<file path="src/rtl/dit_pkg.sv">
// Shared types and constants for the dual interval timer block.
`default_nettype none
package dit_pkg;

  localparam int CNT_W  = 18;
  localparam int LATCH_W = 16;

  // request codes
  localparam logic [1:0] REQ_READ  = 2'd0;
  localparam logic [1:0] REQ_WRITE = 2'd1;
  localparam logic [1:0] REQ_TICK  = 2'd2;

  // register map
  localparam logic [3:0] ADDR_PORT_A  = 4'h0;
  localparam logic [3:0] ADDR_PORT_B  = 4'h1;
  localparam logic [3:0] ADDR_TA_LO   = 4'h4;
  localparam logic [3:0] ADDR_TA_HI   = 4'h5;
  localparam logic [3:0] ADDR_TB_LO   = 4'h6;
  localparam logic [3:0] ADDR_TB_HI   = 4'h7;
  localparam logic [3:0] ADDR_ICR     = 4'hD;
  localparam logic [3:0] ADDR_CRA     = 4'hE;
  localparam logic [3:0] ADDR_CRB     = 4'hF;

  // count source: processor clock
  localparam logic       SRC_A_CPU = 1'b0;
  localparam logic [1:0] SRC_B_CPU = 2'd0;

  localparam logic [7:0] PORT_RESET = 8'hff;

  typedef logic signed [CNT_W-1:0] cnt_t;

  typedef struct packed {
    logic [1:0] req_type;
    logic [3:0] reg_addr;
    logic [7:0] write_data;
    logic [7:0] elapsed_cycles;
  } req_t;

  typedef struct packed {
    logic [7:0]  read_data;
    logic        nmi_pulse;
    logic [15:0] video_bank_base;
  } res_t;

endpackage
`default_nettype wire

</file>
<file path="src/rtl/dit_timer.sv">
// One interval timer: subtract elapsed cycles, detect expiry, reload.
`default_nettype none
module dit_timer (
  input  var dit_pkg::cnt_t                  count,
  input  var logic [dit_pkg::LATCH_W-1:0]    latch,
  input  var logic                           active,
  input  var logic                           int_en,
  input  var logic [7:0]                     dt,
  output dit_pkg::cnt_t                      count_nxt,
  output logic                               fired
);
  import dit_pkg::*;

  cnt_t diff;
  logic expired;

  always_comb begin
    diff      = count - signed'({{(CNT_W-8){1'b0}}, dt});
    expired   = diff[CNT_W-1] || (diff == '0);
    count_nxt = count;
    if (active) begin
      count_nxt = expired ? signed'({{(CNT_W-LATCH_W){1'b0}}, latch}) : diff;
    end
    fired = active && expired && int_en;
  end

endmodule
`default_nettype wire

</file>
<file path="src/rtl/dit_core.sv">
// Register file, timer state and per-beat result logic.
`default_nettype none
module dit_core (
  input  var logic          clk,
  input  var logic          rst_n,
  input  var logic          fire,
  input  var dit_pkg::req_t req,
  output dit_pkg::res_t     res
);
  import dit_pkg::*;

  logic [7:0]         port_a_r, port_a_nxt;
  logic [7:0]         port_b_r, port_b_nxt;
  logic [LATCH_W-1:0] latch_a_r, latch_a_nxt;
  logic [LATCH_W-1:0] latch_b_r, latch_b_nxt;
  cnt_t               count_a_r, count_a_nxt;
  cnt_t               count_b_r, count_b_nxt;
  logic               run_a_r, run_a_nxt;
  logic               run_b_r, run_b_nxt;
  logic               src_a_r, src_a_nxt;
  logic [1:0]         src_b_r, src_b_nxt;
  logic               ien_a_r, ien_a_nxt;
  logic               ien_b_r, ien_b_nxt;
  logic               flag_a_r, flag_a_nxt;
  logic               flag_b_r, flag_b_nxt;

  logic is_tick;
  cnt_t tick_cnt_a, tick_cnt_b;
  logic fired_a, fired_b;

  assign is_tick = (req.req_type == REQ_TICK);

  dit_timer u_timer_a (
    .count     (count_a_r),
    .latch     (latch_a_r),
    .active    (is_tick && run_a_r && (src_a_r == SRC_A_CPU)),
    .int_en    (ien_a_r),
    .dt        (req.elapsed_cycles),
    .count_nxt (tick_cnt_a),
    .fired     (fired_a)
  );

  dit_timer u_timer_b (
    .count     (count_b_r),
    .latch     (latch_b_r),
    .active    (is_tick && run_b_r && (src_b_r == SRC_B_CPU)),
    .int_en    (ien_b_r),
    .dt        (req.elapsed_cycles),
    .count_nxt (tick_cnt_b),
    .fired     (fired_b)
  );

  always_comb begin
    logic [7:0] v;
    v           = req.write_data;
    port_a_nxt  = port_a_r;
    port_b_nxt  = port_b_r;
    latch_a_nxt = latch_a_r;
    latch_b_nxt = latch_b_r;
    count_a_nxt = count_a_r;
    count_b_nxt = count_b_r;
    run_a_nxt   = run_a_r;
    run_b_nxt   = run_b_r;
    src_a_nxt   = src_a_r;
    src_b_nxt   = src_b_r;
    ien_a_nxt   = ien_a_r;
    ien_b_nxt   = ien_b_r;
    flag_a_nxt  = flag_a_r;
    flag_b_nxt  = flag_b_r;
    res         = '0;

    unique case (req.req_type)
      REQ_READ: begin
        unique case (req.reg_addr)
          ADDR_PORT_A: res.read_data = port_a_r;
          ADDR_PORT_B: res.read_data = port_b_r;
          ADDR_TA_LO:  res.read_data = count_a_r[7:0];
          ADDR_TA_HI:  res.read_data = count_a_r[15:8];
          ADDR_TB_LO:  res.read_data = count_b_r[7:0];
          ADDR_TB_HI:  res.read_data = count_b_r[15:8];
          ADDR_ICR:    res.read_data = (flag_a_r || flag_b_r) ?
                                       {1'b1, 5'b0, flag_b_r, flag_a_r} : 8'h00;
          default:     res.read_data = 8'h00;
        endcase
      end
      REQ_WRITE: begin
        unique case (req.reg_addr)
          ADDR_PORT_A: port_a_nxt = v;
          ADDR_PORT_B: port_b_nxt = v;
          ADDR_TA_LO:  latch_a_nxt = {latch_a_r[15:8], v};
          ADDR_TA_HI:  latch_a_nxt = {v, latch_a_r[7:0]};
          ADDR_TB_LO:  latch_b_nxt = {latch_b_r[15:8], v};
          ADDR_TB_HI:  latch_b_nxt = {v, latch_b_r[7:0]};
          ADDR_ICR: begin
            if (v[0]) ien_a_nxt = v[7];
            if (v[1]) ien_b_nxt = v[7];
          end
          ADDR_CRA: begin
            run_a_nxt = v[0];
            src_a_nxt = v[5];
            if (v[4]) count_a_nxt = signed'({{(CNT_W-LATCH_W){1'b0}}, latch_a_r});
          end
          ADDR_CRB: begin
            run_b_nxt = v[0];
            src_b_nxt = v[6:5];
            if (v[4]) count_b_nxt = signed'({{(CNT_W-LATCH_W){1'b0}}, latch_b_r});
          end
          default: ;
        endcase
      end
      REQ_TICK: begin
        count_a_nxt   = tick_cnt_a;
        count_b_nxt   = tick_cnt_b;
        flag_a_nxt    = flag_a_r | fired_a;
        flag_b_nxt    = flag_b_r | fired_b;
        res.nmi_pulse = fired_a | fired_b;
      end
      default: ;
    endcase

    res.video_bank_base = {~port_a_nxt[1:0], 14'b0};
  end

  always_ff @(posedge clk) begin
    if (!rst_n) begin
      port_a_r  <= PORT_RESET;
      port_b_r  <= PORT_RESET;
      latch_a_r <= '0;
      latch_b_r <= '0;
      count_a_r <= '0;
      count_b_r <= '0;
      run_a_r   <= 1'b0;
      run_b_r   <= 1'b0;
      src_a_r   <= SRC_A_CPU;
      src_b_r   <= SRC_B_CPU;
      ien_a_r   <= 1'b0;
      ien_b_r   <= 1'b0;
      flag_a_r  <= 1'b0;
      flag_b_r  <= 1'b0;
    end else if (fire) begin
      port_a_r  <= port_a_nxt;
      port_b_r  <= port_b_nxt;
      latch_a_r <= latch_a_nxt;
      latch_b_r <= latch_b_nxt;
      count_a_r <= count_a_nxt;
      count_b_r <= count_b_nxt;
      run_a_r   <= run_a_nxt;
      run_b_r   <= run_b_nxt;
      src_a_r   <= src_a_nxt;
      src_b_r   <= src_b_nxt;
      ien_a_r   <= ien_a_nxt;
      ien_b_r   <= ien_b_nxt;
      flag_a_r  <= flag_a_nxt;
      flag_b_r  <= flag_b_nxt;
    end
  end

  // flags are sticky
  a_flag_a_sticky: assert property (@(posedge clk) disable iff (!rst_n)
    flag_a_r |=> flag_a_r) else $error("timer A flag cleared");
  a_flag_b_sticky: assert property (@(posedge clk) disable iff (!rst_n)
    flag_b_r |=> flag_b_r) else $error("timer B flag cleared");
  a_nmi_on_tick: assert property (@(posedge clk) disable iff (!rst_n)
    (fire && res.nmi_pulse) |-> (is_tick && (ien_a_r || ien_b_r)))
    else $error("nmi outside an enabled tick");
  a_count_hold: assert property (@(posedge clk) disable iff (!rst_n)
    !fire |=> ($stable(count_a_r) && $stable(count_b_r)))
    else $error("counter moved without a beat");

endmodule
`default_nettype wire

</file>
<file path="src/rtl/dual_interval_timer_with_ports.sv">
// Top level: input register, timer core and result register.
// Each beat, a short subtract/compare on the state, passes the input register
// and then the result register; one beat per cycle unless out_ready stalls.
// An empty input register takes a new beat while a finished result waits.
// Reset: synchronous active low; ports read 0xff, other core state and valids clear.
`default_nettype none
module dual_interval_timer_with_ports (
  input  var logic        clk,
  input  var logic        rst_n,
  input  var logic        in_valid,
  output logic            in_ready,
  input  var logic [1:0]  in_req_type,
  input  var logic [3:0]  in_reg_addr,
  input  var logic [7:0]  in_write_data,
  input  var logic [7:0]  in_elapsed_cycles,
  output logic            out_valid,
  input  var logic        out_ready,
  output logic [7:0]      out_read_data,
  output logic            out_nmi_pulse,
  output logic [15:0]     out_video_bank_base
);
  import dit_pkg::*;

  logic  s1_valid_r;
  req_t  s1_req_r;
  logic  out_valid_r;
  res_t  out_res_r;
  res_t  core_res;
  logic  advance;
  logic  core_fire;
  logic  in_accept;

  assign advance   = !out_valid_r || out_ready;
  assign core_fire = s1_valid_r && advance;
  assign in_ready  = !s1_valid_r || advance;
  assign in_accept = in_valid && in_ready;

  dit_core u_core (
    .clk   (clk),
    .rst_n (rst_n),
    .fire  (core_fire),
    .req   (s1_req_r),
    .res   (core_res)
  );

  always_ff @(posedge clk) begin
    if (!rst_n) begin
      s1_valid_r  <= 1'b0;
      out_valid_r <= 1'b0;
    end else begin
      if (in_accept) begin
        s1_valid_r <= 1'b1;
      end else if (core_fire) begin
        s1_valid_r <= 1'b0;
      end
      if (core_fire) begin
        out_valid_r <= 1'b1;
      end else if (out_ready) begin
        out_valid_r <= 1'b0;
      end
    end
  end

  always_ff @(posedge clk) begin
    if (in_accept) begin
      s1_req_r <= '{req_type: in_req_type, reg_addr: in_reg_addr,
                    write_data: in_write_data, elapsed_cycles: in_elapsed_cycles};
    end
    if (core_fire) begin
      out_res_r <= core_res;
    end
  end

  assign out_valid           = out_valid_r;
  assign out_read_data       = out_res_r.read_data;
  assign out_nmi_pulse       = out_res_r.nmi_pulse;
  assign out_video_bank_base = out_res_r.video_bank_base;

  a_s1_hold: assert property (@(posedge clk) disable iff (!rst_n)
    (s1_valid_r && !advance) |=> (s1_valid_r && $stable(s1_req_r)))
    else $error("pending beat lost");
  a_out_from_core: assert property (@(posedge clk) disable iff (!rst_n)
    $rose(out_valid_r) |-> $past(core_fire))
    else $error("result without a core beat");
  a_no_overwrite: assert property (@(posedge clk) disable iff (!rst_n)
    (out_valid_r && !out_ready) |-> !core_fire)
    else $error("result overwritten");

endmodule
`default_nettype wire

</file>
<file path="config.mk">
export PLATFORM = sky130hd
export DESIGN_NAME = dual_interval_timer_with_ports
export DESIGN_NICKNAME = d
export VERILOG_FILES = /design/src/rtl/dit_pkg.sv /design/src/rtl/dit_timer.sv /design/src/rtl/dit_core.sv /design/src/rtl/dual_interval_timer_with_ports.sv
export SDC_FILE = /design/constraint.sdc
export NUM_CORES = 1
export LEC_CHECK = 0
export BUFFER_PORTS_ARGS = -buffer_cell sky130_fd_sc_hd__buf_4
export CAP_MARGIN = 20
export CORE_AREA = 3 3 155 157
export DETAILED_ROUTE_END_ITERATION = 8
export DIE_AREA = 0 0 158 160
export PLACE_DENSITY = 0.56
export RECOVER_POWER = 100
export SETUP_SLACK_MARGIN = 0.2
export SYNTH_ARGS = -nofsm -noshare
export SYNTH_HDL_FRONTEND = slang
export SYNTH_SLANG_ARGS = --single-unit
export TNS_END_PERCENT = 20
</file>
<file path="constraint.sdc">
create_clock -name clk -period 4.12 [get_ports clk]
set_clock_uncertainty 0.05 [all_clocks]
set_input_delay 0.824 -clock clk [delete_from_list [all_inputs] [get_ports clk]]
set_output_delay 0.824 -clock clk [all_outputs]
set_load 0.01 [all_outputs]
</file>
==> results of run 1 <==
[cells by family after synthesis]
logic type | share of synthesized area (%)
AO/OA/AOI/OAI | 17.3
multiplexers | 2.23
buffers and inverters | 6.09
other | 0.0552
XOR/XNOR | 2.19
AND/OR/NAND/NOR | 26.1
adder cells (fa/ha/maj) | 3.54
flip-flops | 42.6
[sequential cells by signal, summed over array words and instances (netlist names), 2 cells and up]
| register | count |
|---|---|
| u_core.src_b_r | 2 |
| u_core.latch_a_r | 16 |
| out_video_bank_base | 2 |
| u_core.count_b_r | 18 |
| u_core.count_a_r | 18 |
| u_core.port_a_r | 8 |
| u_core.port_b_r | 8 |
| out_read_data | 8 |
| s1_req_r | 22 |
| u_core.latch_b_r | 16 |
[cells in the mapped netlist, drive strengths merged, types with 3 or more instances]
cell | number | area [um2]
o21ai | 22 | 110
buf | 25 | 185
nor3b | 3 | 33.8
a222oi | 3 | 30.0
ha | 16 | 200
clkbuf | 44 | 165
nand4b | 3 | 26.3
nor2b | 5 | 31.3
or4 | 15 | 116
or3 | 12 | 75.1
xnor2 | 11 | 96.3
a31oi | 16 | 100
o21a | 4 | 30.0
o22ai | 6 | 37.5
a2111oi | 5 | 77.6
dfxtp | 95 | 1900
nor4 | 6 | 37.5
o211ai | 7 | 52.6
xor2 | 6 | 52.6
nor2 | 51 | 199
nand3b | 3 | 22.5
edfxtp | 33 | 991
nand2 | 133 | 499
and2 | 6 | 37.5
inv | 16 | 60.1
and3 | 11 | 68.8
a211oi | 5 | 37.5
nand3 | 66 | 335
nand2b | 10 | 62.6
a32oi | 3 | 26.3
nand4 | 15 | 93.8
mux2i | 14 | 140
or2 | 5 | 31.3
a22oi | 15 | 113
a21o | 5 | 37.5
nor3 | 11 | 55.1
a221oi | 3 | 26.3
o311ai | 4 | 35.0
a21oi | 59 | 295
[critical path, stage by stage, from the launching register on]
cell and delay, ns:
edfxtp_1 0.39, ha_1 0.24, fa_1 0.42, nand2b_1 0.17, a2111oi_1 0.48, nor2_1 0.24
nand4b_1 0.15, a21oi_1 0.07, o2111a_1 0.36, or2_2 0.49, or4_1 0.51, o2111ai_1 0.08
[metal layers]
metal  wire length, um  part of all wire [%]  vias up
met5                 0                     0        -
met4               294                   1.4        0
met3              1530                   7.4       24
met2              8590                    42      236
met1             10100                    49     2901
li1                  -                     -     2921
[layout make-up]
class	instances	area (um2)	area share, %
clock inverter	12	140	1.79
timing repair buffer	54	334	4.28
multi-input combinational	599	3530	45.2
inverter	17	63.8	0.817
sequential	128	2890	37.1
clock buffer	20	489	6.27
tap	285	357	4.57
[path summary, 6_finish.rpt]
| kind | start | end | cells past startpoint |
|---|---|---|---|
| worst max-delay path | s1_req_r[0] | u_core.count_a_r[8] | 11 |
| worst min register to register | u_core.latch_b_r[11] | u_core.latch_b_r[11] | 2 |
| worst max register to register | s1_req_r[0] | u_core.count_a_r[8] | 11 |
| worst min-delay path | u_core.latch_b_r[11] | u_core.latch_b_r[11] | 2 |
[per-stage QoR]
step / worst slack [ns] / utilization [%] / cell area [um2] / hold WS (ns) / cells
final: 0.393 / 34.5 / 7810 / 0.410 / 1115
after global routing: 0.104 / 34.5 / 7810 / 0.423 / 1115
after CTS: 0.278 / 34.8 / 7880 / 0.410 / 1114
after detailed placement: 0.280 / 32.0 / 7250 / 0.399 / 1082
after global placement: 0.413 / 32.0 / 7250 / 0.392 / 1082
after floorplan: 0.824 / - / 6840 / 0.382 / 813
[power by group through the flow]
stage / Sequential, W / Clock, W / Combinational [W]
3_5_place_dp: 0.00137 / 0 / 0.000188
5_1_grt: 0.00134 / 0.00168 / 0.000204
2_1_floorplan: 0.00135 / 0 / 0.000140
6_report: 0.00134 / 0.00159 / 0.000185
4_1_cts: 0.00134 / 0.00162 / 0.000189
3_3_place_gp: 0.00137 / 0 / 0.000190
[what timing repair did]
item / in CTS / in global routing
hold buffers: 0 / 0
gates resized for setup: 0 / 2
setup endpoints to repair: 0 / 13
==> impl_metrics.toml, run 1 <==
[power]
clock_power_share_pct = 51.1
switching_share_pct = 24.2
combPwrFrac_pct = 5.9
p_sw_w = 0.000755
leakagePower_nw = 2.83
max-vdd-ir-drop_mv = 0.248
seqPwrFrac_pct = 43.0
p_int_w = 0.00237
power_w = 0.00312
power_density_nw_per_um2 = 400

[sta]
max_slew_margin_pct = 14.4
min_period_over_period_pct = 90.5
slew_viol_final = 0
finalHoldViolCount = 0
worst_pin_slew_ns = 1.28
rsz0062_at_grt = "no"
finalSetupTns_ns = 0
min_period_ns = 3.73
setup_violations = 0
fmax_mhz = 268

[route]
antenna_left = 0
wire_per_inst_um = 18.4
dr.pass1.iters = 6
drt_iter0_markers = 740
vias_per_cell = 5.45
drc_errors = 0
via_count = 6082
routed_wirelength_um = 20500

[synthesis]
synth-edff-count = 33
synth-seq-cells = 128
netlist_area_um2 = 6800
avgSynthCellArea_um2 = 8.49
yosysWarnings = 0
synth.distinct_cells = 76
yosysSeqAreaShare_pct = 42.6
synth_flop_cell = "dfxtp_1"
synthCells = 800
async_flop_share_pct = 0

[flow_run]
cap_violations = 0

[placement]
io_buffers = 38
gp_congestion = 0.838
dp_hpwl_um = 14600

[layout]
layout.nets = 861
layout_common_cells = "nand2_1, dfxtp_1, nand3_1, a21oi_1, nor2_1"
synthToLayoutAreaGrowth_pct = 14.9
nFillCells = 2326
layout_commonest_cell = "nand2_1"
drive_above_1_share_pct = 9.76
diodes = 0

[worst_setup_path]
rrSetupSlack_ns = 0.39
crit_type = "reg -> reg"
crit_arrival_ns = 4.03
crit_required_ns = 4.42
start_kind = "flip-flop"
cp-end-kind = "flip-flop"
worst-path-max-fanout = 19

[global_routing]
met2_usage_pct = 22.3
antenna_found_initial = 0
met3_usage_pct = 3.01
grt_pass1_vias = 5643
overflow = 0
use_met1_pct = 25.5
grt_max_degree = 59
grt_use_total_pct = 16.2
grt_pass1_wl_um = 32100
busiest_layer = "met1"

[floorplan]
ios = 53
die_w_um = 158
die_y_um = 160
rows = 55
initial_core_util_pct = 30.0
die_area_um2 = 25300
core_um2 = 22600

[clock_network]
cts_buffers = 17
root_buffer = "clkbuf_16"
tritoncts = "yes"
post-cts-setup-buffer-count = 0
clk_pin_slew_ns = 0.06
clk_latency_ns = 0.42
cts_sinks = 128
clock_path_buffers = 2
htreeDepth = 4

[hold_path]
hold_class = "reg -> reg"

[status]
outcome = "completed"
No activity file was read; power rests on OpenSTA's default activity.
==> inputs of run 2 (changes only) <==
- CORE_AREA: 3 3 155 157 -> 3 3 175 177
- CTS_BUF_LIST: unset -> sky130_fd_sc_hd__clkbuf_8
- DIE_AREA: 0 0 158 160 -> 0 0 178 180
- SYNTH_HIERARCHICAL: unset -> 1
==> impl_metrics.toml, run 2 <==
[worst_setup_path]
path_buf_inv = 1
rr_worst_depth = 12
path_depth = 12
cp-end-kind = "flip-flop"
crit_required_ns = 4.41
crit_type = "reg -> reg"
rrSetupSlack_ns = 0.29
cp_slowest_cell = "or4_1"
crit_chain = "inv_1 -> ha_1 -> nor2b_1 -> o2111ai_1 -> a21boi_0 -> or4_1 -> xnor2_4 -> o21ai_0 -> a22o_1 -> a31o_2 -> o21a_1 -> o221a_2"
crit_arrival_ns = 4.12
max_stage_delay_ns = 0.69
start_kind = "flip-flop"
worst-path-max-fanout = 10
cp_top_family = "compound AO/OA/AOI/OAI gates"

[route]
vias_per_cell = 5.27
via_count = 7089
drc_errors = 0
drt_iter0_markers = 558
antenna_left = 0
wire_per_inst_um = 18.6
dr.pass1.iters = 5
routed_wirelength_um = 25000

[clock_network]
root_buffer = "clkbuf_8"
tritoncts = "yes"
clock_path_buffers = 2
hold_buffers = 0
cts_sinks = 142
htreeDepth = 4
post-cts-setup-buffer-count = 0
cts_resized = 0
cts_buffers = 17
clk_pin_slew_ns = 0.09
clk_latency_ns = 0.46

[global_routing]
grt_pass1_vias = 6832
grt_max_degree = 101
grt_use_total_pct = 15.6
grt_pass1_wl_um = 39500
antenna_found_initial = 0
overflow = 0

[sta]
max_slew_margin_pct = -34.7
finalHoldViolCount = 0
finalSetupTns_ns = 0
worst_pin_slew_ns = 2.02
min_period_ns = 3.83
setup_violations = 0
slew_viol_final = 148
rsz0062_at_grt = "no"
fmax_mhz = 261
min_period_over_period_pct = 93.0

[hold_path]
hold_class = "reg -> reg"
holdPathStages = 2

[synthesis]
synth.distinct_cells = 100
synth-edff-count = 47
synth-seq-cells = 142
synth_top_family_by_area = "simple AND/OR/NAND/NOR gates"
async_flop_share_pct = 0
synth-simple-area-share_pct = 21.8
synth.area.top_cells = "dfxtp_1, edfxtp_1, mux2i_1"
synthCells = 920
yosysWarnings = 6
yosysSeqAreaShare_pct = 37.8
synth_flop_cell = "dfxtp_1"
synth_mux_area_share_pct = 8.74
yosysTopAreaCell = "dfxtp_1"
synth-compound-area-share_pct = 20.5
synth-xor-area-share_pct = 1.61
netlist_area_um2 = 8760
synthAdderAreaFrac_pct = 2.74
synth_most_common_cell = "dfxtp_1"
avgSynthCellArea_um2 = 9.52
synthTopCellsByCount = "dfxtp_1, nand2_1, mux2i_1, nor2_1, nor2b_1"
yosysTopAreaCellShare_pct = 21.7

[power]
power_density_nw_per_um2 = 330
max-vdd-ir-drop_mv = 0.164
seqPwrFrac_pct = 49.1
combPwrFrac_pct = 15.5
power_w = 0.00314
leakagePower_nw = 3.44
clock_power_share_pct = 35.4
switching_share_pct = 30.6
p_int_w = 0.00218
p_sw_w = 0.000962

[floorplan]
core_um2 = 29400
die_area_um2 = 32000
die_w_um = 178
ios = 53
die_y_um = 180
initial_core_util_pct = 29.8
rows = 63

[placement]
io_buffers = 52
gp_congestion = 0.857
dp_hpwl_um = 17400

[status]
outcome = "finished with violations"
violations = "max-capacitance violations, max-slew violations"

[layout]
layout_common_cells = "dfxtp_1, nand2_1, mux2i_1, nor2_1, nor2b_1"
reg_top3 = "s1_req_r x22, u_core/count_a_r x18, u_core/count_b_r x18"
nFillCells = 3079
synthToLayoutAreaGrowth_pct = 8.84
layout_commonest_cell = "dfxtp_1"
largest_reg_flops = 22
diodes = 0
largest-register = "s1_req_r"
drive_above_1_share_pct = 14.0
layout.nets = 987

[flow_run]
cap_violations = 5
==> run 2: power by group through the flow <==
stage / clock network, W / registers [W] / logic, W
after floorplan: 0 / 0.00155 / 0.000400
after global placement: 0 / 0.00158 / 0.000496
after detailed placement: 0 / 0.00158 / 0.000500
after CTS: 0.00114 / 0.00154 / 0.000502
after global routing: 0.00120 / 0.00155 / 0.000536
final: 0.00111 / 0.00154 / 0.000488
==> run 2: metrics by stage <==
stage	cells	area, um2	util [%]	hold slack, ns	setup slack [ns]
after floorplan	933	8810	-	0.382	0.591
after global placement	1313	9360	31.8	0.394	0.509
after detailed placement	1313	9360	31.8	0.402	0.507
after CTS	1345	9740	33.1	0.421	0.486
after global routing	1346	9530	32.4	0.443	0.150
final	1346	9530	32.4	0.424	0.288
==> run 2: final timing paths <==
kind / startpoint / end
max reg2reg: s1_req_r[1] / u_core/count_a_r[15]
min: u_core/port_b_r[2] / u_core/port_b_r[2]
min reg2reg: u_core/port_b_r[2] / u_core/port_b_r[2]
max: s1_req_r[1] / u_core/count_a_r[15]
==> run 2: layout make-up <==
type | count | area [um2] | share of cell area, %
clock buffer | 18 | 248 | 2.60
inverter | 35 | 131 | 1.38
clock inverter | 14 | 133 | 1.39
multi-input combinational | 680 | 4840 | 50.8
timing repair buffer | 67 | 374 | 3.92
sequential | 142 | 3310 | 34.8
tap | 390 | 488 | 5.12
==> run 2: logic make-up (layout without fill, tap and decap cells) <==
group	after synthesis	count (layout)
adder cells (fa/ha/maj)	18	18
flip-flops	142	142
XOR/XNOR	14	14
AO/OA/AOI/OAI	230	230
buffers and inverters	111	134
AND/OR/NAND/NOR	331	331
multiplexers	73	73
other	1	14
==> run 2: worst min-delay path, stage by stage, from the launching register on <==
cell	delay, ns
dfxtp_1	0.31
nand2_1	0.05
nand3_1	0.06
==> run 2: metal layers <==
metal	wire, um	global-route usage, %	vias to the layer above
met2	12100	25.3	173
met5	0	0	-
met1	11600	21.4	3472
met3	1030	2.89	21
met4	344	4.30	0
li1	-	-	3423
